### src/hw/rtl/bsp_pkg.sv
// Shared types and constants for the 2D cubic Bezier spline evaluator.
package bsp_pkg;

  localparam int COORD_W = 24;
  localparam int TPAR_W  = 17;
  localparam int SIX_W   = 19;
  localparam int COEF_W  = 34;
  localparam int WT_W    = 33;
  localparam int OUT_W   = 32;

  localparam logic MODE_LOAD = 1'b0;
  localparam logic MODE_EVAL = 1'b1;

  typedef logic signed [COORD_W-1:0] coord_t;
  typedef logic [TPAR_W-1:0]         tpar_t;
  typedef logic [SIX_W-1:0]          six_t;
  typedef logic signed [OUT_W-1:0]   res_t;

  // per-stage load enables
  typedef struct packed {
    logic st1;
    logic st2;
    logic st3;
    logic st4;
    logic st5;
    logic st6;
  } pipe_en_t;

  // derivative coefficients 3*u*u, 6*u*t, 3*t*t (Q2.32)
  typedef struct packed {
    logic [COEF_W-1:0] cu;
    logic [COEF_W-1:0] cm;
    logic [COEF_W-1:0] ct;
  } vcoef_t;

  // Bernstein weights (Q1.32)
  typedef struct packed {
    logic [WT_W-1:0] b0;
    logic [WT_W-1:0] b1;
    logic [WT_W-1:0] b2;
    logic [WT_W-1:0] b3;
  } wts_t;

endpackage

### src/hw/rtl/bsp_fetch.sv
// Control point banks and parameter decode (pipeline stage 1).
module bsp_fetch #(
  parameter int SEGMENTS = 8
) (
  input  logic             clk,
  input  bsp_pkg::pipe_en_t en,
  input  logic             wr_en,
  input  logic [4:0]       wr_index,
  input  bsp_pkg::coord_t  wr_x,
  input  bsp_pkg::coord_t  wr_y,
  input  logic [23:0]      param_w,
  output bsp_pkg::tpar_t   t_o,
  output logic             clamped_o,
  output bsp_pkg::coord_t  px_o [4],
  output bsp_pkg::coord_t  py_o [4]
);
  import bsp_pkg::*;

  localparam int AW      = (SEGMENTS > 1) ? $clog2(SEGMENTS) : 1;
  localparam int NPOINTS = 3 * SEGMENTS + 1;
  localparam logic [7:0]    SEG_LIM  = 8'(SEGMENTS);
  localparam logic [7:0]    PT_LIM   = 8'(NPOINTS);
  localparam logic [AW-1:0] SEG_LAST = AW'(SEGMENTS - 1);

  // bank j, row k holds point 3k+j
  logic [47:0] bank_mem [4][SEGMENTS];
  logic [47:0] rd_r [4];
  tpar_t       t_r;
  logic        clp_r;

  logic [8:0]    idx_mul;
  logic [3:0]    idx_q;
  logic [4:0]    idx_3q;
  logic [4:0]    idx_rem5;
  logic [1:0]    idx_rem;
  logic          in_range;
  logic          lo_ok;
  logic [3:0]    we;
  logic [AW-1:0] wa_lo;
  logic [AW-1:0] wa_hi;

  logic          w_neg;
  logic          w_over;
  logic [AW-1:0] seg_nxt;
  tpar_t         t_nxt;
  logic          clp_nxt;

  // index / 3 by reciprocal, exact for 5-bit indexes
  always_comb begin
    idx_mul  = {4'b0, wr_index} * 9'd11;
    idx_q    = idx_mul[8:5];
    idx_3q   = {1'b0, idx_q} * 5'd3;
    idx_rem5 = wr_index - idx_3q;
    idx_rem  = idx_rem5[1:0];
    in_range = {3'b0, wr_index} < PT_LIM;
    lo_ok    = {4'b0, idx_q} < SEG_LIM;
    wa_lo    = AW'(idx_q);
    wa_hi    = AW'(idx_q - 4'd1);
    we[0]    = wr_en && in_range && lo_ok && (idx_rem == 2'd0);
    we[1]    = wr_en && in_range && lo_ok && (idx_rem == 2'd1);
    we[2]    = wr_en && in_range && lo_ok && (idx_rem == 2'd2);
    we[3]    = wr_en && in_range && (idx_rem == 2'd0) && (idx_q != 4'd0);
  end

  always_comb begin
    w_neg  = param_w[23];
    w_over = !w_neg && (param_w[23:16] >= SEG_LIM);
    priority if (w_neg) begin
      seg_nxt = '0;
      t_nxt   = '0;
      clp_nxt = 1'b1;
    end else if (w_over) begin
      seg_nxt = SEG_LAST;
      t_nxt   = 17'h10000;
      clp_nxt = 1'b1;
    end else begin
      seg_nxt = AW'(param_w[23:16]);
      t_nxt   = {1'b0, param_w[15:0]};
      clp_nxt = 1'b0;
    end
  end

  always_ff @(posedge clk) begin
    for (int j = 0; j < 3; j++) begin
      if (we[j]) begin
        bank_mem[j][wa_lo] <= {wr_y, wr_x};
      end
    end
    if (we[3]) begin
      bank_mem[3][wa_hi] <= {wr_y, wr_x};
    end
    if (en.st1) begin
      for (int j = 0; j < 4; j++) begin
        rd_r[j] <= bank_mem[j][seg_nxt];
      end
      t_r   <= t_nxt;
      clp_r <= clp_nxt;
    end
  end

  always_comb begin
    for (int j = 0; j < 4; j++) begin
      px_o[j] = rd_r[j][23:0];
      py_o[j] = rd_r[j][47:24];
    end
  end

  assign t_o       = t_r;
  assign clamped_o = clp_r;

endmodule

### config.mk
export PLATFORM = sky130hd
export DESIGN_NAME = bsp_fetch
export DESIGN_NICKNAME = d
export VERILOG_FILES = /design/src/hw/rtl/bsp_pkg.sv /design/src/hw/rtl/bsp_fetch.sv
export SDC_FILE = /design/constraint.sdc
export NUM_CORES = 2
export LEC_CHECK = 0
export BUFFER_PORTS_ARGS = -buffer_cell sky130_fd_sc_hd__clkbuf_2
export CAP_MARGIN = 25
export CORE_ASPECT_RATIO = 1.5
export CORE_MARGIN = 5
export CORE_UTILIZATION = 55
export DETAILED_ROUTE_END_ITERATION = 16
export PLACE_DENSITY_LB_ADDON = 0.25
export SETUP_SLACK_MARGIN = 0.5
export SYNTH_ARGS = -nofsm -noshare
export SYNTH_HDL_FRONTEND = slang
export SYNTH_SLANG_ARGS = --single-unit
### constraint.sdc
create_clock -name clk -period 8.6 [get_ports clk]
set_input_delay 1.29 -clock clk [delete_from_list [all_inputs] [get_ports clk]]
set_output_delay 1.29 -clock clk [all_outputs]
set_load 0.05 [all_outputs]
==> flow_metrics.env <==
export IMPL_io_pin_count=295
export IMPL_syn_nets=3723
export IMPL_layout_setup_ws_ps=2660
export IMPL_die_x_um=289
export IMPL_finClkSkew_ps=25.0
export IMPL_initialDrtViolationCount=4334
export IMPL_cp_max_fo=26
export IMPL_leakagePower_nw=23.6
export IMPL_criticalPathCategory="input port to flip-flop"
export IMPL_grt_pass1_wl_um=247000
export IMPL_worstSetupStartpointType="input port"
export IMPL_rsz0062_at_grt="no"
export IMPL_tightest_slew_ps=1180
export IMPL_fin_hold_ws_ps=588
export IMPL_cts_htree_levels=4
export IMPL_cts_buffer_depth=3
export IMPL_ys_seq_area_share_pct=81.5
export IMPL_drc_errors=0
export IMPL_die_area_um2=124000
export IMPL_synth_seq_cells=1746
export IMPL_place_congestion=0.793
export IMPL_port_buffers=289
export IMPL_critPathCaptureType="flip-flop"
export IMPL_ys_types=46
export IMPL_arrival_ps=6360
export IMPL_min_period_ps=5940
export IMPL_clk_pin_slew_worst_paths_ps=60
export IMPL_synth_flop_cell="edfxtp_1"
export IMPL_outcome="finished, final reports clean"
export IMPL_finalInstanceArea_um2=72700
export IMPL_hp_class="flip-flop to flip-flop"
export IMPL_placed_area_um2=67700
export IMPL_grt_max_degree=194
export IMPL_min_period_over_period_pct=69.1
export IMPL_ir_drop_mv=0.217
export IMPL_cellPowerDensity_nw_per_um2=262
export IMPL_yosysWarningCount=0
export IMPL_clock_latency_ps=800
export IMPL_max_freq_ghz=0.168
export IMPL_grt_pass1_vias=36400
export IMPL_crit_required_ps=9020
export IMPL_core_area_um2=116000
export IMPL_postSynthAreaPerCell_um2=17.8
export IMPL_antenna_found_initial=15
export IMPL_synth_edf_count=1746
export IMPL_grtUsageTotal_pct=27.4
export IMPL_synth_cells=3621
export IMPL_drive_above_1_share_pct=18.2
export IMPL_routed_wl_um=171000
export IMPL_hp_start="bank_mem[3][343]"
export IMPL_dp_hpwl_um=91200
export IMPL_drv_cap=0
export IMPL_ctsResizeCount=0
export IMPL_cts_root_buffer="clkbuf_16"
export IMPL_slew_violations=0
export IMPL_rr_startpoint="bank_mem[3][179]"
export IMPL_area_growth_pct=13.1
export IMPL_cp_startpoint="wr_index[1]"
export IMPL_grt_ovfl_total=0
export IMPL_viasPerCell=6.56
export IMPL_fp_row_count=153
export IMPL_cts_tree="done"
export IMPL_dp_slack_ps=1890
export IMPL_cts_made_buffers=155
export IMPL_setup_viol=0
export IMPL_vias=36500
export IMPL_wl_per_cell_um=30.7
export IMPL_die_h_um=429
export IMPL_tns_ps=0
export IMPL_clock_sinks=1746
export IMPL_antenna_left=0
export IMPL_synth_async_reset_ratio_pct=0
export IMPL_hold_buffers=0
export IMPL_hold_viol=0
export IMPL_syn_area_um2=64300
export IMPL_firstDrtPassIters=7
export IMPL_slew_headroom_pct=21.4
export IMPL_cts_setup_buffers=0
export IMPL_start_util_pct=55.5
export IMPL_nets=3997
synthesized netlist by cell type, drive strengths merged (8+ instances only):
cell type / n / area share (%)
inv: 10 / 0.058
and2: 17 / 0.17
clkbuf: 173 / 1.0
a32o: 11 / 0.17
nand2: 486 / 2.8
buf: 81 / 0.64
o221ai: 455 / 6.6
ha: 16 / 0.31
a221oi: 40 / 0.54
nand3: 110 / 0.86
edfxtp: 1746 / 82
or3: 30 / 0.29
nor2: 41 / 0.25
and3: 46 / 0.45
a21oi: 97 / 0.75
a31o: 105 / 1.4
o211ai: 46 / 0.54
nor3: 8 / 0.062
mux2i: 63 / 0.98
path summary, 6_finish.rpt:
path,endpoint,slack [ps],depth (start not counted)
setup / recovery,bank_mem[2][224],2660,15
hold / removal,rd_r[3][7],590,2
setup reg to reg,rd_r[3][35],6660,3
hold reg to reg,rd_r[3][7],590,2
cell families (layout without fill, tap and decap cells):
family          count (synthesis)  count (layout)  share of synthesized area [%]
buf+inv                       264             660                           1.71
mux                            64              64                          0.998
fa+ha+maj                      17              17                          0.342
compound gates                767             767                           10.2
xor+xnor                       10              10                          0.136
other cells                     0               4                              0
flops                        1746            1746                           81.5
simple gates                  753             753                           5.09
area by class of cell:
cell class	instances	area, µm²
clock buffers	195	4090
well taps	1550	1940
clock inverters	84	843
fillers	8015	43300
inverters	10	37.5
diodes	4	10.0
multi-input cells	1611	11100
repair buffers	371	2240
flip-flops and latches	1746	52400
through the flow:
step / utilization [%] / std cells / power (mW)
after floorplan: - / 3621 / 11.6
final: 62.7 / 5571 / 19.0
after global routing: 62.7 / 5568 / 19.6
after detailed placement: 58.4 / 5285 / 12.4
after CTS: 62.6 / 5564 / 19.1
after global placement: 58.4 / 5285 / 12.4
metal layers:
layer / part of all wire (%) / track usage, % / wire length [µm]
met5: 0.049 / 0 / 84
met4: 3.9 / 9.85 / 6740
met3: 9.7 / 5.47 / 16600
met2: 50 / 45.1 / 84800
met1: 37 / 36.6 / 62600
worst max-delay path: stages:
cell and delay, ps:
clkbuf_2 170, ha_1 340, fa_1 460, ha_1 290, nor2_1 50, a21oi_1 330, xor2_1 420, inv_1 140
ha_1 360, xor2_1 180, xnor2_1 350, and4_1 310, nand2_1 240, nor2_4 830, buf_4 550
where the power goes:
part | switching (mW) | internal [mW]
registers | 0.187 | 10.2
logic | 1.46 | 0.393
clock network | 3.03 | 3.79
layout by cell type (no fill, tap or decap), types with 5 or more instances in the layout:
master,n
buf_4,70
nor2_1,10
a21oi_1,94
o221ai_2,44
ha_1,16
a31o_2,61
clkinv_2,21
o221ai_1,411
clkbuf_16,158
inv_1,10
clkinv_1,32
edfxtp_1,1746
and2_1,17
clkbuf_2,287
bufinv_16,13
xor2_1,5
or3_1,30
and3_1,46
o211ai_1,46
a32o_1,11
buf_12,11
a31o_1,44
nor2_4,31
a221oi_1,40
nand2_1,486
inv_6,8
mux2i_1,63
nand3_1,110
clkbuf_1,37
xnor2_1,5
state kept, by name (all words and copies together), names as in the netlist:
name,cells
bank_mem,1536
rd_r,192
t_o,17
clamped_o,1
No activity file was read; power rests on OpenSTA's default activity.
